### config.mk
export PLATFORM = sky130hd
export DESIGN_NAME = rgba_to_yuv420_converter_unit
export DESIGN_NICKNAME = d
export VERILOG_FILES = /design/src/rtl/r2y_pkg.sv /design/src/rtl/r2y_frame_ctrl.sv /design/src/rtl/r2y_csc.sv /design/src/rtl/rgba_to_yuv420_converter_unit.sv
export SDC_FILE = /design/constraint.sdc
export NUM_CORES = 1
export LEC_CHECK = 0
export ABC_AREA = 1
export BUFFER_PORTS_ARGS = -buffer_cell sky130_fd_sc_hd__buf_2
export CAP_MARGIN = 40
export CORE_MARGIN = 8
export CORE_UTILIZATION = 50
export CTS_CLUSTER_DIAMETER = 120
export DETAILED_ROUTE_END_ITERATION = 10
export MAX_ROUTING_LAYER = met4
export PLACE_DENSITY_LB_ADDON = 0.25
export SYNTH_ARGS = -nofsm -noshare
export SYNTH_HDL_FRONTEND = slang
export SYNTH_HIERARCHICAL = 1
export SYNTH_SLANG_ARGS = --single-unit
### constraint.sdc
create_clock -name clk -period 10.58 [get_ports clk]
set_input_delay 1.058 -clock clk [delete_from_list [all_inputs] [get_ports clk]]
set_output_delay 1.058 -clock clk [all_outputs]
set_load 0.01 [all_outputs]
### src/rtl/r2y_pkg.sv
// Shared types, constants and arithmetic helpers of the RGB to YCbCr 4:2:0 converter.
`default_nettype none

package r2y_pkg;

    localparam int PIX_W     = 8;
    localparam int CFG_W     = 13;
    localparam int CFG_IDX_W = 2;
    localparam int SUM_W     = 18;
    localparam int OFS_W     = 11;

    localparam logic [CFG_IDX_W-1:0] REG_FRAME_WIDTH  = 2'd0;
    localparam logic [CFG_IDX_W-1:0] REG_FRAME_HEIGHT = 2'd1;

    localparam logic [CFG_W-1:0] FRAME_WIDTH_RST  = 13'd640;
    localparam logic [CFG_W-1:0] FRAME_HEIGHT_RST = 13'd480;

    localparam logic signed [SUM_W-1:0] Y_R  = 18'sd66;
    localparam logic signed [SUM_W-1:0] Y_G  = 18'sd129;
    localparam logic signed [SUM_W-1:0] Y_B  = 18'sd25;
    localparam logic signed [SUM_W-1:0] U_R  = -18'sd38;
    localparam logic signed [SUM_W-1:0] U_G  = -18'sd74;
    localparam logic signed [SUM_W-1:0] U_B  = 18'sd112;
    localparam logic signed [SUM_W-1:0] V_R  = 18'sd112;
    localparam logic signed [SUM_W-1:0] V_G  = -18'sd94;
    localparam logic signed [SUM_W-1:0] V_B  = -18'sd18;
    localparam logic signed [SUM_W-1:0] ROUND_BIAS = 18'sd128;

    localparam logic signed [OFS_W-1:0] Y_OFFSET = 11'sd16;
    localparam logic signed [OFS_W-1:0] C_OFFSET = 11'sd128;
    localparam logic signed [OFS_W-1:0] BYTE_MAX = 11'sd255;

    // Position flags of one pixel, produced by the frame counters
    typedef struct packed {
        logic keep;  // even column and even row
        logic last;  // last column of last row
    } r2y_pos_t;

    // floor(sum / 256) + offset, clamped to 0..255
    function automatic logic [PIX_W-1:0] component(
        input logic signed [SUM_W-1:0] sum,
        input logic signed [OFS_W-1:0] offset
    );
        logic signed [SUM_W-9:0] quo;
        logic signed [OFS_W-1:0] val;
        begin
            quo = sum[SUM_W-1:8];
            val = {quo[SUM_W-9], quo} + offset;
            if (val > BYTE_MAX) begin
                component = 8'd255;
            end
            else if (val < 0) begin
                component = 8'd0;
            end
            else begin
                component = val[PIX_W-1:0];
            end
        end
    endfunction

endpackage

`default_nettype wire

### src/rtl/r2y_frame_ctrl.sv
// Frame size registers and raster column/row counters.
`default_nettype none

module r2y_frame_ctrl #(
    parameter int MAX_DIM = 4096,
    parameter int CNT_W   = 12
) (
    input  wire logic                           clk,
    input  wire logic                           rst_n,
    input  wire logic                           cfg_write,
    input  wire logic [r2y_pkg::CFG_IDX_W-1:0]  cfg_index,
    input  wire logic [r2y_pkg::CFG_W-1:0]      cfg_data,
    input  wire logic                           advance,
    output r2y_pkg::r2y_pos_t                   pos
);

    localparam int CMP_W = ((CNT_W + 1) > r2y_pkg::CFG_W) ? (CNT_W + 1) : r2y_pkg::CFG_W;

    logic [r2y_pkg::CFG_W-1:0] frame_width_reg;
    logic [r2y_pkg::CFG_W-1:0] frame_height_reg;
    logic [CNT_W-1:0]          column_count_reg;
    logic [CNT_W-1:0]          column_count_next;
    logic [CNT_W-1:0]          row_count_reg;
    logic [CNT_W-1:0]          row_count_next;

    logic [CMP_W-1:0] width_ext;
    logic [CMP_W-1:0] height_ext;
    logic [CMP_W-1:0] width_eff;
    logic [CMP_W-1:0] height_eff;
    logic [CMP_W-1:0] last_col_idx;
    logic [CMP_W-1:0] last_row_idx;
    logic             last_col;
    logic             last_row;

    always_ff @(posedge clk or negedge rst_n)
    begin
        if (!rst_n)
        begin
            frame_width_reg  <= r2y_pkg::FRAME_WIDTH_RST;
            frame_height_reg <= r2y_pkg::FRAME_HEIGHT_RST;
        end
        else if (cfg_write)
        begin
            unique case (cfg_index)
                r2y_pkg::REG_FRAME_WIDTH:  frame_width_reg  <= cfg_data;
                r2y_pkg::REG_FRAME_HEIGHT: frame_height_reg <= cfg_data;
                default: ;  // drop writes to unmapped indexes
            endcase
        end
    end

    // Zero acts as one, anything above MAX_DIM as MAX_DIM
    always_comb
    begin
        width_ext  = CMP_W'(frame_width_reg);
        height_ext = CMP_W'(frame_height_reg);

        if (width_ext == '0)
            width_eff = CMP_W'(1);
        else if (width_ext > CMP_W'(MAX_DIM))
            width_eff = CMP_W'(MAX_DIM);
        else
            width_eff = width_ext;

        if (height_ext == '0)
            height_eff = CMP_W'(1);
        else if (height_ext > CMP_W'(MAX_DIM))
            height_eff = CMP_W'(MAX_DIM);
        else
            height_eff = height_ext;

        last_col_idx = width_eff - CMP_W'(1);
        last_row_idx = height_eff - CMP_W'(1);
    end

    // A counter beyond a freshly shrunk size still wraps on this pixel
    assign last_col = CMP_W'(column_count_reg) >= last_col_idx;
    assign last_row = CMP_W'(row_count_reg) >= last_row_idx;

    assign pos.keep = !column_count_reg[0] && !row_count_reg[0];
    assign pos.last = last_col && last_row;

    always_comb
    begin
        column_count_next = column_count_reg;
        row_count_next    = row_count_reg;
        if (advance)
        begin
            if (last_col)
            begin
                column_count_next = '0;
                row_count_next    = last_row ? '0 : row_count_reg + CNT_W'(1);
            end
            else
            begin
                column_count_next = column_count_reg + CNT_W'(1);
            end
        end
    end

    always_ff @(posedge clk or negedge rst_n)
    begin
        if (!rst_n)
        begin
            column_count_reg <= '0;
            row_count_reg    <= '0;
        end
        else
        begin
            column_count_reg <= column_count_next;
            row_count_reg    <= row_count_next;
        end
    end

endmodule

`default_nettype wire

### src/rtl/r2y_csc.sv
// Color space conversion: constant-coefficient multiply-adds, rounding, offset and clamp.
`default_nettype none

module r2y_csc (
    input  wire logic [r2y_pkg::PIX_W-1:0] red,
    input  wire logic [r2y_pkg::PIX_W-1:0] green,
    input  wire logic [r2y_pkg::PIX_W-1:0] blue,
    input  wire logic                      keep,
    output logic      [r2y_pkg::PIX_W-1:0] luma,
    output logic      [r2y_pkg::PIX_W-1:0] chroma_u,
    output logic      [r2y_pkg::PIX_W-1:0] chroma_v
);

    logic signed [r2y_pkg::SUM_W-1:0] r_s;
    logic signed [r2y_pkg::SUM_W-1:0] g_s;
    logic signed [r2y_pkg::SUM_W-1:0] b_s;
    logic signed [r2y_pkg::SUM_W-1:0] y_sum;
    logic signed [r2y_pkg::SUM_W-1:0] u_sum;
    logic signed [r2y_pkg::SUM_W-1:0] v_sum;

    assign r_s = $signed({{(r2y_pkg::SUM_W - r2y_pkg::PIX_W){1'b0}}, red});
    assign g_s = $signed({{(r2y_pkg::SUM_W - r2y_pkg::PIX_W){1'b0}}, green});
    assign b_s = $signed({{(r2y_pkg::SUM_W - r2y_pkg::PIX_W){1'b0}}, blue});

    assign y_sum = r2y_pkg::Y_R * r_s + r2y_pkg::Y_G * g_s + r2y_pkg::Y_B * b_s
                 + r2y_pkg::ROUND_BIAS;
    assign u_sum = r2y_pkg::U_R * r_s + r2y_pkg::U_G * g_s + r2y_pkg::U_B * b_s
                 + r2y_pkg::ROUND_BIAS;
    assign v_sum = r2y_pkg::V_R * r_s + r2y_pkg::V_G * g_s + r2y_pkg::V_B * b_s
                 + r2y_pkg::ROUND_BIAS;

    assign luma     = r2y_pkg::component(y_sum, r2y_pkg::Y_OFFSET);
    // Chroma of dropped samples reads zero
    assign chroma_u = keep ? r2y_pkg::component(u_sum, r2y_pkg::C_OFFSET) : '0;
    assign chroma_v = keep ? r2y_pkg::component(v_sum, r2y_pkg::C_OFFSET) : '0;

endmodule

`default_nettype wire

### src/rtl/rgba_to_yuv420_converter_unit.sv
// Top level of the RGB to YCbCr 4:2:0 converter: handshake pipeline around counters and CSC.
//
//  channel   direction  handshake             payload
//  -------   ---------  --------------------  ---------------------------------------------
//  in        sink       in_valid / in_stall   red, green, blue
//  out       source     out_valid / out_stall luma, chroma_u, chroma_v, chroma_valid,
//                                             frame_last
//  cfg       sink       cfg_valid / cfg_ready cfg_index, cfg_data (ready is always high)
//
// One pixel per clock sustained while out_stall is low; an accepted pixel loads the
// input register, then the result register (CSC math between them) once the result
// side is free, and out_valid then marks it as ready to be taken.
// Reset loads 640x480 and zeroes the column and row counters.
// A stalled result holds in the result register while the input register can
// still take one more pixel; in_stall rises only when both stages are full.
`default_nettype none

module rgba_to_yuv420_converter_unit #(
    parameter int MAX_DIM = 4096
) (
    input  wire logic                          clk,
    input  wire logic                          rst_n,
    input  wire logic                          in_valid,
    output logic                               in_stall,
    input  wire logic [r2y_pkg::PIX_W-1:0]     red,
    input  wire logic [r2y_pkg::PIX_W-1:0]     green,
    input  wire logic [r2y_pkg::PIX_W-1:0]     blue,
    output logic                               out_valid,
    input  wire logic                          out_stall,
    output logic      [r2y_pkg::PIX_W-1:0]     luma,
    output logic      [r2y_pkg::PIX_W-1:0]     chroma_u,
    output logic      [r2y_pkg::PIX_W-1:0]     chroma_v,
    output logic                               chroma_valid,
    output logic                               frame_last,
    input  wire logic                          cfg_valid,
    output logic                               cfg_ready,
    input  wire logic [r2y_pkg::CFG_IDX_W-1:0] cfg_index,
    input  wire logic [r2y_pkg::CFG_W-1:0]     cfg_data
);

    localparam int CNT_W = (MAX_DIM > 1) ? $clog2(MAX_DIM) : 1;

    r2y_pkg::r2y_pos_t pos;
    r2y_pkg::r2y_pos_t pos_reg;

    logic                      in_accept;
    logic                      s2_advance;
    logic                      pix_valid_reg;
    logic                      pix_valid_next;
    logic                      out_valid_reg;
    logic                      out_valid_next;
    logic [r2y_pkg::PIX_W-1:0] red_reg;
    logic [r2y_pkg::PIX_W-1:0] green_reg;
    logic [r2y_pkg::PIX_W-1:0] blue_reg;
    logic [r2y_pkg::PIX_W-1:0] luma_calc;
    logic [r2y_pkg::PIX_W-1:0] chroma_u_calc;
    logic [r2y_pkg::PIX_W-1:0] chroma_v_calc;
    logic [r2y_pkg::PIX_W-1:0] luma_reg;
    logic [r2y_pkg::PIX_W-1:0] chroma_u_reg;
    logic [r2y_pkg::PIX_W-1:0] chroma_v_reg;
    logic                      chroma_valid_reg;
    logic                      frame_last_reg;

    assign cfg_ready  = 1'b1;
    assign s2_advance = !out_valid_reg || !out_stall;
    assign in_stall   = pix_valid_reg && !s2_advance;
    assign in_accept  = in_valid && !in_stall;

    r2y_frame_ctrl #(
        .MAX_DIM (MAX_DIM),
        .CNT_W   (CNT_W)
    ) u_frame_ctrl (
        .clk       (clk),
        .rst_n     (rst_n),
        .cfg_write (cfg_valid && cfg_ready),
        .cfg_index (cfg_index),
        .cfg_data  (cfg_data),
        .advance   (in_accept),
        .pos       (pos)
    );

    r2y_csc u_csc (
        .red      (red_reg),
        .green    (green_reg),
        .blue     (blue_reg),
        .keep     (pos_reg.keep),
        .luma     (luma_calc),
        .chroma_u (chroma_u_calc),
        .chroma_v (chroma_v_calc)
    );

    always_comb
    begin
        if (in_accept)
            pix_valid_next = 1'b1;
        else if (s2_advance)
            pix_valid_next = 1'b0;
        else
            pix_valid_next = pix_valid_reg;

        out_valid_next = s2_advance ? pix_valid_reg : out_valid_reg;
    end

    always_ff @(posedge clk or negedge rst_n)
    begin
        if (!rst_n)
        begin
            pix_valid_reg <= 1'b0;
            out_valid_reg <= 1'b0;
        end
        else
        begin
            pix_valid_reg <= pix_valid_next;
            out_valid_reg <= out_valid_next;
        end
    end

    // Input register: load on every accepted transaction
    always_ff @(posedge clk)
    begin
        if (in_accept)
        begin
            red_reg   <= red;
            green_reg <= green;
            blue_reg  <= blue;
            pos_reg   <= pos;
        end
    end

    // Result register: load a valid pixel's result unless the result is stalled
    always_ff @(posedge clk)
    begin
        if (s2_advance && pix_valid_reg)
        begin
            luma_reg         <= luma_calc;
            chroma_u_reg     <= chroma_u_calc;
            chroma_v_reg     <= chroma_v_calc;
            chroma_valid_reg <= pos_reg.keep;
            frame_last_reg   <= pos_reg.last;
        end
    end

    assign out_valid    = out_valid_reg;
    assign luma         = luma_reg;
    assign chroma_u     = chroma_u_reg;
    assign chroma_v     = chroma_v_reg;
    assign chroma_valid = chroma_valid_reg;
    assign frame_last   = frame_last_reg;

endmodule

`default_nettype wire

==> reports/metrics.yaml <==
layout_commonest_cell: "inv_1"
synth_top_flop_cell: "edfxtp_1"
critPathRequiredTime_ns: 10.74
worst_pin_slew_ns: 0.757
antenna_found_initial: 2
place_ws_ns: 3.61
grt_max_degree: 53
cts_sinks: 104
use_met3: 0.0333
tritoncts: "yes"
grtUsageMet1: 0.260
final_nets: 2474
grt_pass1_vias: 12300
rows: 65
cts_setup_buffers: 0
wl_um: 36400
path_clk_slew_ns: 0.09
cp.arrival_ns: 7.19
grt_overflow_total: 0
cpPeakStageDelay_ns: 0.55
clock-skew-final_ns: 0.0186
gr-usage-all-layers: 0.210
max_freq_mhz: 142
final.setup.worst_slack_ns: 3.55
dp_cells: 2388
synth.top_cell.area_share: 0.260
cts-resized-gates: 0
finalCritPeriodShare: 0.665
grt_pass1_wl_um: 60000
routedWlPerCell_um: 15.1
cts_buffers: 9
viasPerCell: 5.07
setup_viol: 0
path_class: "flop to flop"
synth_edf_count: 52
slowest_stage: "fa_1"
crit_path_frequent_cell: "inv_1"
ys_seq_elements: 104
drive_gt1_frac: 0.0859
status: "complete, no violations"
drtPass1Iterations: 5
hold_path_class: "flop to flop"
finalHoldViolCount: 0
htree_levels: 3
r2r_slack_ns: 3.55
cts-hold-fix-buffers: 0
ys_types: 56
final_antenna_net_count: 0
die_h_um: 193
cts_buffer_depth: 2
portBuffers: 71
slew_headroom: 0.494
vias: 12200
fp.dieW_um: 193
area_growth_pct: 7.26
drv_cap: 0
post-route-drc-count: 0
drv_slew: 0
use_met2: 0.344
synth_cells: 1921
synth_nets: 2398
finalCriticalPeriod_ns: 7.03
synth_top_area_cell: "ha_1"
ys_async_sr_fraction: 0.500
clockRootBuffer: "clkbuf_16"
initial_utilization: 0.501
cp_max_fo: 7
ys_seq_area_frac: 0.183
tns_ns: 0
core_um2: 31200
holdWs_ns: 0.433
ys_top_cells_by_area: "ha_1 26%, fa_1 14%, edfxtp_1 10%"
mostFrequentLayoutCells: "406 x inv_1, 386 x nand2_1, 325 x ha_1"
die_area_um2: 37200
routabilityCongestion: 0.946
yosysWarnings: 6
hpwl_um: 31000
critPathLaunchType: "flop"
busiest_layer: "met2"
drt_iter0_markers: 492
endpoint_kind: "flop"
finalNonFillerCells: 2406
ios: 73
clk_latency_ns: 0.38
rsz0062_at_grt: "false"
syn_area_per_cell_um2: 8.15
synth.cell_area_um2: 15700
worst paths after layout:
path | depth (start not counted) | startpoint | end
setup / recovery | 29 | green_reg[5] | chroma_u[2]
hold / removal | 0 | pos_reg[0] | frame_last
setup reg to reg | 29 | green_reg[5] | chroma_u[2]
hold reg to reg | 0 | pos_reg[0] | frame_last
max in group asynchronous | 2 | rst_n | u_frame_ctrl/column_count_reg[3]
min in group asynchronous | 2 | rst_n | u_frame_ctrl/row_count_reg[6]
critical path: cells and delay by family, from the launching register on:
kind	cells	cell delay, ns
fa+ha+maj	9	3.61
simple gates	9	1.30
buf+inv	8	0.77
flops	1	0.54
compound gates	2	0.38
xor+xnor	1	0.22
layout make-up:
| type | count | area, µm² |
|---|---|---|
| Antenna cell | 2 | 5.00 |
| Clock buffer | 9 | 225 |
| Clock inverter | 7 | 67.6 |
| Fill cell | 3005 | 14400 |
| Inverter | 418 | 1570 |
| Multi-Input combinational cell | 1388 | 11100 |
| Sequential cell | 104 | 2870 |
| Tap cell | 402 | 503 |
| Timing Repair Buffer | 76 | 413 |
cells in the mapped netlist (2+ instances only):
cell type / instances
a21o_1: 8
a21oi_1: 83
a21oi_2: 4
a31oi_1: 2
and2_1: 2
buf_6: 4
clkbuf_1: 4
dfrtp_1: 46
dfstp_2: 6
edfxtp_1: 52
fa_1: 108
ha_1: 325
inv_1: 406
inv_2: 11
nand2_1: 386
nand2_2: 12
nand2_4: 2
nand3_1: 89
nand3_2: 6
nand3b_1: 9
nand4_1: 19
nand4_2: 2
nor2_1: 99
nor2_2: 5
nor2_4: 4
nor3_1: 15
nor3_2: 3
nor4_1: 2
o211ai_1: 2
o21ai_0: 58
o21ai_1: 10
o21ai_2: 14
o21bai_1: 13
o21bai_2: 2
o31ai_1: 3
xnor2_1: 30
xor2_1: 56
stage by stage:
| step | area [µm²] | utilization |
|---|---|---|
| after floorplan | 15700 | - |
| after global placement | 16500 | 0.527 |
| after detailed placement | 16500 | 0.528 |
| after CTS | 16800 | 0.538 |
| after global routing | 16800 | 0.538 |
| final | 16800 | 0.538 |
logic make-up after synthesis:
logic type | count (synthesis) | share of synthesized area
AOI/OAI and AO/OA | 205 | 0.0785
xor gates and xnor gates | 86 | 0.0481
adders and majority gates | 433 | 0.398
buffers and inverters | 429 | 0.106
DFF | 104 | 0.183
other | 1 | 0.000239
and+or+nand+nor | 663 | 0.186
routing by layer:
| layer | share of wire | vias up |
|---|---|---|
| met2 | 0.46 | 213 |
| met1 | 0.46 | 5641 |
| li1 | - | 6281 |
| met3 | 0.043 | 59 |
| met4 | 0.031 | 0 |
| met5 | 0 | - |
Power is not shown: default switching activity piles up to over one toggle a cycle in this logic, so the estimate is an artifact.
